--- config.mk ---
export PLATFORM = sky130hd
export DESIGN_NAME = crc8fc_engine_flat
export DESIGN_NICKNAME = d
export VERILOG_FILES = /design/src/rtl/crc8fc_pkg.sv /design/src/rtl/crc8fc_intf.sv /design/src/rtl/crc8fc_engine.sv /design/src/flat_wrapper.sv
export SDC_FILE = /design/constraint.sdc
export NUM_CORES = 1
export LEC_CHECK = 0
export CAP_MARGIN = 20
export CORE_MARGIN = 2
export CORE_UTILIZATION = 35
export CTS_BUF_LIST = sky130_fd_sc_hd__clkbuf_16
export DETAILED_ROUTE_END_ITERATION = 8
export DONT_BUFFER_PORTS = 1
export HOLD_SLACK_MARGIN = 0.03
export PLACE_DENSITY = 0.52
export SYNTH_ARGS = -nofsm -noshare
export SYNTH_HDL_FRONTEND = slang
export SYNTH_SLANG_ARGS = --single-unit
--- constraint.sdc ---
create_clock -name clk -period 4.65 [get_ports clk]
set_input_delay 0.465 -clock clk [delete_from_list [all_inputs] [get_ports clk]]
set_output_delay 0.465 -clock clk [all_outputs]
set_load 0.01 [all_outputs]
--- src/rtl/crc8fc_pkg.sv ---
`timescale 1ns / 1ps
// Package for the CRC-8 frame checker: frame geometry, register indexes,
// status codes, shared structs and the byte-wide CRC-8 update. No dependencies.

package crc8fc_pkg;

  // frame geometry
  localparam int FRAME_LEN = 32;
  localparam int POS_W     = $clog2(FRAME_LEN);
  localparam logic [POS_W-1:0] POS_FIRST  = '0;
  localparam logic [POS_W-1:0] POS_LENGTH = POS_W'(4);
  localparam logic [POS_W-1:0] POS_LAST   = POS_W'(FRAME_LEN - 1);

  // crc-8 constants
  localparam logic [7:0] CRC_INIT = 8'hFF;
  localparam logic [7:0] CRC_POLY = 8'h07;

  // configuration port
  localparam int CFG_IDX_W = 4;
  localparam logic [CFG_IDX_W-1:0] CFG_START_MARKER  = CFG_IDX_W'(0);
  localparam logic [CFG_IDX_W-1:0] CFG_PAYLOAD_LIMIT = CFG_IDX_W'(1);
  localparam logic [7:0] START_MARKER_RST  = 8'd0;
  localparam logic [7:0] PAYLOAD_LIMIT_RST = 8'd26;

  // status codes
  localparam logic [1:0] ST_OK         = 2'd0;
  localparam logic [1:0] ST_BAD_MARKER = 2'd1;
  localparam logic [1:0] ST_BAD_LENGTH = 2'd2;
  localparam logic [1:0] ST_BAD_CRC    = 2'd3;

  // configuration values handed to the engine
  typedef struct packed {
    logic [7:0] start_marker;
    logic [7:0] payload_limit;
  } cfg_t;

  // engine status seen by the top level checks
  typedef struct packed {
    logic             in_full;
    logic             advance;
    logic             last;
    logic [POS_W-1:0] pos;
  } eng_stat_t;

  // one byte of crc-8, msb first, unrolled over the eight bits
  function automatic logic [7:0] crc8_update(input logic [7:0] crc, input logic [7:0] b);
    logic [7:0] c;
    c = crc ^ b;
    for (int k = 0; k < 8; k++) begin
      if (c[7]) begin
        c = {c[6:0], 1'b0} ^ CRC_POLY;
      end else begin
        c = {c[6:0], 1'b0};
      end
    end
    return c;
  endfunction

endpackage

--- src/rtl/crc8fc_intf.sv ---
`timescale 1ns / 1ps
// Channel interfaces of the CRC-8 frame checker: byte input, status output
// and configuration write. Depends on crc8fc_pkg.

interface crc8fc_in_if;
  logic       valid;
  logic       ready;
  logic [7:0] data_byte;

  modport source (output valid, output data_byte, input ready);
  modport sink   (input valid, input data_byte, output ready);
endinterface

interface crc8fc_out_if;
  logic       valid;
  logic       ready;
  logic [1:0] status;
  logic [7:0] computed_crc;

  modport source (output valid, output status, output computed_crc, input ready);
  modport sink   (input valid, input status, input computed_crc, output ready);
endinterface


--- src/rtl/crc8fc_engine.sv ---
`timescale 1ns / 1ps
// Byte engine of the CRC-8 frame checker: input register, frame position,
// running crc, check flags and the status result register.
// Depends on crc8fc_pkg, crc8fc_in_if and crc8fc_out_if.

module crc8fc_engine
  import crc8fc_pkg::*;
(
  input  logic          clk,
  input  logic          rst_n,
  crc8fc_in_if.sink     in_ch,
  crc8fc_out_if.source  out_ch,
  input  cfg_t          cfg_val,
  output eng_stat_t     stat
);

  logic             in_valid_r, in_valid_nxt;
  logic [7:0]       in_byte_r, in_byte_nxt;
  logic [POS_W-1:0] pos_r, pos_nxt;
  logic [7:0]       crc_r, crc_nxt;
  logic             marker_bad_r, marker_bad_nxt;
  logic             length_bad_r, length_bad_nxt;
  logic             out_valid_r, out_valid_nxt;
  logic [1:0]       out_status_r, out_status_nxt;
  logic [7:0]       out_crc_r, out_crc_nxt;

  logic       is_last;
  logic       advance;
  logic       in_take;
  logic [1:0] status;

  // the last byte needs room in the result register, others always move on
  assign is_last = (pos_r == POS_LAST);
  assign advance = in_valid_r && (!is_last || !out_valid_r || out_ch.ready);
  assign in_ch.ready = !in_valid_r || advance;
  assign in_take = in_ch.valid && in_ch.ready;

  // input register
  always_comb begin
    in_valid_nxt = in_valid_r;
    in_byte_nxt  = in_byte_r;
    if (in_take) begin
      in_valid_nxt = 1'b1;
      in_byte_nxt  = in_ch.data_byte;
    end else if (advance) begin
      in_valid_nxt = 1'b0;
    end
  end

  // first failing check decides the status
  always_comb begin
    if (marker_bad_r) begin
      status = ST_BAD_MARKER;
    end else if (length_bad_r) begin
      status = ST_BAD_LENGTH;
    end else if (crc_r != in_byte_r) begin
      status = ST_BAD_CRC;
    end else begin
      status = ST_OK;
    end
  end

  // frame state update
  always_comb begin
    pos_nxt        = pos_r;
    crc_nxt        = crc_r;
    marker_bad_nxt = marker_bad_r;
    length_bad_nxt = length_bad_r;
    if (advance) begin
      if (is_last) begin
        pos_nxt        = POS_FIRST;
        crc_nxt        = CRC_INIT;
        marker_bad_nxt = 1'b0;
        length_bad_nxt = 1'b0;
      end else begin
        pos_nxt = pos_r + POS_W'(1);
        crc_nxt = crc8_update(crc_r, in_byte_r);
        if (pos_r == POS_FIRST) begin
          marker_bad_nxt = (in_byte_r != cfg_val.start_marker);
        end
        if (pos_r == POS_LENGTH) begin
          length_bad_nxt = (in_byte_r > cfg_val.payload_limit);
        end
      end
    end
  end

  // result register
  always_comb begin
    out_valid_nxt  = out_valid_r && !out_ch.ready;
    out_status_nxt = out_status_r;
    out_crc_nxt    = out_crc_r;
    if (advance && is_last) begin
      out_valid_nxt  = 1'b1;
      out_status_nxt = status;
      out_crc_nxt    = crc_r;
    end
  end

  // control state
  always_ff @(posedge clk) begin
    if (!rst_n) begin
      in_valid_r   <= 1'b0;
      pos_r        <= POS_FIRST;
      crc_r        <= CRC_INIT;
      marker_bad_r <= 1'b0;
      length_bad_r <= 1'b0;
      out_valid_r  <= 1'b0;
    end else begin
      in_valid_r   <= in_valid_nxt;
      pos_r        <= pos_nxt;
      crc_r        <= crc_nxt;
      marker_bad_r <= marker_bad_nxt;
      length_bad_r <= length_bad_nxt;
      out_valid_r  <= out_valid_nxt;
    end
  end

  // payload registers
  always_ff @(posedge clk) begin
    in_byte_r    <= in_byte_nxt;
    out_status_r <= out_status_nxt;
    out_crc_r    <= out_crc_nxt;
  end

  assign out_ch.valid        = out_valid_r;
  assign out_ch.status       = out_status_r;
  assign out_ch.computed_crc = out_crc_r;

  assign stat.in_full = in_valid_r;
  assign stat.advance = advance;
  assign stat.last    = is_last;
  assign stat.pos     = pos_r;

endmodule

--- src/flat_wrapper.sv ---
// flat-port wrapper written by rule: the top's interface ports become plain ports
module crc8fc_engine_flat import crc8fc_pkg::*;
  (clk, rst_n, cfg_val, stat, in_ch_valid, in_ch_data_byte, in_ch_ready, out_ch_valid, out_ch_status, out_ch_computed_crc, out_ch_ready);
  crc8fc_in_if in_ch_i ();
  crc8fc_out_if out_ch_i ();
  input  logic clk;
  input  logic rst_n;
  input  cfg_t cfg_val;
  output eng_stat_t stat;
  input wire logic [$bits(in_ch_i.valid)-1:0] in_ch_valid;
  input wire logic [$bits(in_ch_i.data_byte)-1:0] in_ch_data_byte;
  output wire logic [$bits(in_ch_i.ready)-1:0] in_ch_ready;
  output wire logic [$bits(out_ch_i.valid)-1:0] out_ch_valid;
  output wire logic [$bits(out_ch_i.status)-1:0] out_ch_status;
  output wire logic [$bits(out_ch_i.computed_crc)-1:0] out_ch_computed_crc;
  input wire logic [$bits(out_ch_i.ready)-1:0] out_ch_ready;
  assign in_ch_i.valid = in_ch_valid;
  assign in_ch_i.data_byte = in_ch_data_byte;
  assign in_ch_ready = in_ch_i.ready;
  assign out_ch_valid = out_ch_i.valid;
  assign out_ch_status = out_ch_i.status;
  assign out_ch_computed_crc = out_ch_i.computed_crc;
  assign out_ch_i.ready = out_ch_ready;
  crc8fc_engine u_core (.clk(clk), .rst_n(rst_n), .in_ch(in_ch_i), .out_ch(out_ch_i), .cfg_val(cfg_val), .stat(stat));
endmodule
==> tab_implementation.tex <==
\begin{tabular}{lr}
\hline
Metric & Value \\
\hline
\multicolumn{2}{l}{\textbf{Outcome}} \\
\quad Result of the run & finished, final reports clean \\
\multicolumn{2}{l}{\textbf{Power and ir drop}} \\
\quad Part of the power in registers & 43.6\% \\
\quad Internal power summed over all cells & 638 uW \\
\quad Combinational share of power & 20.3\% \\
\quad Worst vdd rail ir drop & 0.155 mV \\
\quad Net load switching power & 221 uW \\
\quad Clk network pwr share & 36.1\% \\
\quad Total power & 859 uW \\
\quad Leak Pwr & 0.000846 uW \\
\quad Sw Ratio & 25.7\% \\
\quad PwrDens & 410 nW/um\^{}2 \\
\multicolumn{2}{l}{\textbf{Critical path}} \\
\quad Launching element type of the critical path & flop \\
\quad Required time of the worst setup path & 4770 ps \\
\quad Arrival time of the worst setup path & 3360 ps \\
\quad Peak fanout along the critical path & 17 \\
\quad Crit path kind & reg -> reg \\
\quad Capturing element type of the critical path & flop \\
\multicolumn{2}{l}{\textbf{Timing}} \\
\quad Setup-violating endpoint count in the final report & 0 \\
\quad Normalized max-slew margin & 41.1\% \\
\quad Final Hold Vio Count & 0 \\
\quad Highest Clock Rate & 308 MHz \\
\quad Summed negative setup slack over all endpoints & 0 ps \\
\quad Final clock period utilization by the worst path & 69.8\% \\
\quad Slew @ Worst Pin & 879 ps \\
\quad Clock skew after layout & 3.01 ps \\
\quad Setup repair after global routing missed its margin & no \\
\quad Time the final worst path needs with I/O delays and setup & 3240 ps \\
\quad Pins Over Slew Limit & 0 \\
\multicolumn{2}{l}{\textbf{Die}} \\
\quad Die Outline Area & 6050 sq um \\
\quad Die outline width & 77.8 um \\
\quad Number of placed I/O pins & 48 \\
\quad Die Span Y & 77.8 um \\
\quad Area of the core & 5170 sq um \\
\quad Std-Cell Rows & 26 \\
\quad Effective utilization at floorplan & 36.8\% \\
\multicolumn{2}{l}{\textbf{Clocking}} \\
\quad Quantity of hold-fixing buffers added after cts & 0 \\
\quad Buffers inserted during post-CTS setup optimization & 0 \\
\quad Count of instances resized after the clock tree is built & 0 \\
\quad Total clock sinks & 35 \\
\quad Clock tree from TritonCTS & built \\
\quad Clock root buffer & clkbuf\_16 \\
\quad Clock Path Buffers & 2 \\
\quad Clock insertion delay at the later pin of the skew report & 270 ps \\
\quad H-tree levels & 2 \\
\quad Clock buffers created by TritonCTS & 5 \\
\quad Post-CTS clock slew at the launch and capture registers of the worst setup and hold paths & 50 ps \\
\multicolumn{2}{l}{\textbf{Synthesis}} \\
\quad Sequential share of the synthesized area & 46.3\% \\
\quad Most instantiated flip-flop cell in the synthesis netlist & edfxtp\_1 \\
\quad Post-synthesis instance area & 1900 sq um \\
\quad Synthesized netlist net count & 211 \\
\quad Number of synthesized register bits & 35 \\
\quad Number of warnings issued by yosys & 0 \\
\quad Number of enable flip-flop cells after synthesis & 18 \\
\quad Distinct cells, synth & 34 \\
\quad Async set-or-reset flop fraction in the synthesized netlist & 0\% \\
\quad Instance count of the mapped netlist & 169 \\
\quad Per-instance average area after synthesis & 11.3 sq um \\
\multicolumn{2}{l}{\textbf{Run}} \\
\quad Number of violations of the max-capacitance limit & 0 \\
\multicolumn{2}{l}{\textbf{GRT}} \\
\quad Antenna violations before repair & 0 \\
\quad Leftover overflow at the end of global routing & 0 \\
\quad Total global-route track usage & 13.2\% \\
\quad Global-route wire length before repair & 6090 um \\
\quad Via count of the first global-routing pass & 1186 \\
\quad Maximum number of pins on one net before global-route repair & 18 \\
\multicolumn{2}{l}{\textbf{Finish}} \\
\quad Final nets & 213 \\
\quad Final cell count without fillers & 242 \\
\quad Final antenna diode count & 0 \\
\quad Share of cells above drive strength 1 & 6.40\% \\
\quad Area growth from synthesis to final layout & 10.1\% \\
\multicolumn{2}{l}{\textbf{Place}} \\
\quad Placed Cells & 234 \\
\quad HPWL after detailed placement & 2940 um \\
\quad PortBufs & 0 \\
\quad RePlAce Congestion & 0.750 \\
\multicolumn{2}{l}{\textbf{Route}} \\
\quad Pre-antenna DRT Iters & 4 \\
\quad Residual DRC & 0 \\
\quad Initial DRC count & 52 \\
\quad Total Wirelength & 3780 um \\
\quad Routed wirelength normalized by instance count & 15.6 um \\
\quad Antenna Violating Nets Remaining & 0 \\
\quad Total vias in the final route & 1175 \\
\quad Via/cell ratio & 4.86 \\
\multicolumn{2}{l}{\textbf{Min path}} \\
\quad Hold Crit Class & in -> reg \\
\hline
\end{tabular}
[power by group through the flow]
stage               clock (uW)  combinational, uW  sequential, uW
floorplan                    0                152             371
global placement             0                172             381
detailed placement           0                173             381
CTS                        317                175             375
global route               331                194             378
finish                     310                175             374
[worst max-delay path, stage by stage (launching register included)]
cell,delay [ps]
dfxtp_1,460
ha_1,210
and3_1,190
ha_1,340
inv_1,170
o21ai_2,590
nor2_1,390
nor2b_1,560
o211ai_1,170
[cell usage after synthesis, types with 2 or more instances]
| master | number | area, sq um |
|---|---|---|
| ha_1 | 14 | 175 |
| nor4_1 | 2 | 12.5 |
| and3_1 | 2 | 12.5 |
| xor2_1 | 13 | 114 |
| a21o_1 | 3 | 22.5 |
| dfxtp_1 | 17 | 340 |
| buf_4 | 3 | 22.5 |
| xnor3_1 | 2 | 45.0 |
| edfxtp_1 | 18 | 541 |
| buf_2 | 2 | 10.0 |
| inv_1 | 14 | 52.6 |
| nor2_1 | 3 | 11.3 |
| o211ai_1 | 6 | 45.0 |
| a21boi_0 | 4 | 30.0 |
| nand4_1 | 3 | 18.8 |
| xnor2_1 | 13 | 114 |
| nand2_1 | 17 | 63.8 |
| nor2b_1 | 5 | 31.3 |
| xor3_1 | 3 | 71.3 |
| a21oi_1 | 6 | 30.0 |
| and2_1 | 2 | 12.5 |
| nand3_1 | 4 | 20.0 |
| xnor2_2 | 2 | 32.5 |
[metal layers]
layer	vias to the layer above	track usage, %	part of all wire (%)
met2	43	20.3	47
met5	-	0	0
met4	0	4.82	1.3
li1	583	-	-
met3	7	4.07	5.9
met1	542	17.3	46
[cell type report]
| cell class | instances | area, sq um |
|---|---|---|
| fillers | 503 | 3080 |
| clock inverters | 3 | 12.5 |
| flip-flops and latches | 35 | 881 |
| inverters | 15 | 56.3 |
| clock buffers | 5 | 125 |
| multi-input cells | 114 | 935 |
| well taps | 70 | 87.6 |
[kinds of logic after synthesis]
group	Yosys count	synth area share, %
and+or+nand+nor	42	10.9
DFF	35	46.3
xor gates and xnor gates	33	19.8
AOI/OAI and AO/OA	24	8.67
buffers and inverters	20	4.66
adders and majority gates	14	9.20
muxes	1	0.526
[sequential cells by signal, summed over array words and instances (netlist names)]
register                    cells
u_core.out_ch.computed_crc      8
u_core.in_byte_r                8
u_core.length_bad_r             1
u_core.out_ch.status            2
u_core.in_valid_r               1
u_core.pos_r                    5
u_core.crc_r                    8
u_core.marker_bad_r             1
u_core.out_ch.valid             1
[per-stage QoR]
stage / hold slack (ps) / utilization (%) / worst slack (ps) / cell area (sq um)
2_1_floorplan: 451 / - / 2410 / 1900
3_3_place_gp: 502 / 37.9 / 1590 / 1960
3_5_place_dp: 494 / 37.9 / 1380 / 1960
4_1_cts: 278 / 40.5 / 1360 / 2100
5_1_grt: 272 / 40.5 / 949 / 2100
6_report: 283 / 40.5 / 1410 / 2100
[worst paths after layout]
| kind | startpoint | to | slack [ps] | depth (start not counted) |
|---|---|---|---|---|
| worst max-delay path | u_core.pos_r[0]$_SDFFE_PN0P_ | u_core.crc_r[0]$_SDFFE_PN1P_ | 1410 | 8 |
| worst min-delay path | in_ch_data_byte[5] | u_core.in_byte_r[5]$_DFFE_PP_ | 280 | 0 |
| worst max register to register | u_core.pos_r[0]$_SDFFE_PN0P_ | u_core.crc_r[0]$_SDFFE_PN1P_ | 1410 | 8 |
| worst min register to register | u_core.crc_r[5]$_SDFFE_PN1P_ | u_core.out_ch.computed_crc[5]$_DFFE_PP_ | 500 | 0 |
[layout by cell type, fill, tap and decap left out, types with 3 or more instances in the layout]
master | Yosys | routed
inv_1 | 14 | 15
xor3_1 | 3 | 3
a21oi_1 | 6 | 6
nand2_1 | 17 | 17
dfxtp_1 | 17 | 17
ha_1 | 14 | 14
nor2_1 | 3 | 3
nor2b_1 | 5 | 5
a21o_1 | 3 | 3
edfxtp_1 | 18 | 18
xor2_1 | 13 | 13
o211ai_1 | 6 | 6
clkbuf_16 | 0 | 5
xnor2_1 | 13 | 13
nand4_1 | 3 | 3
nand3_1 | 4 | 4
a21boi_0 | 4 | 4
No activity file was read; power rests on OpenSTA's default activity.
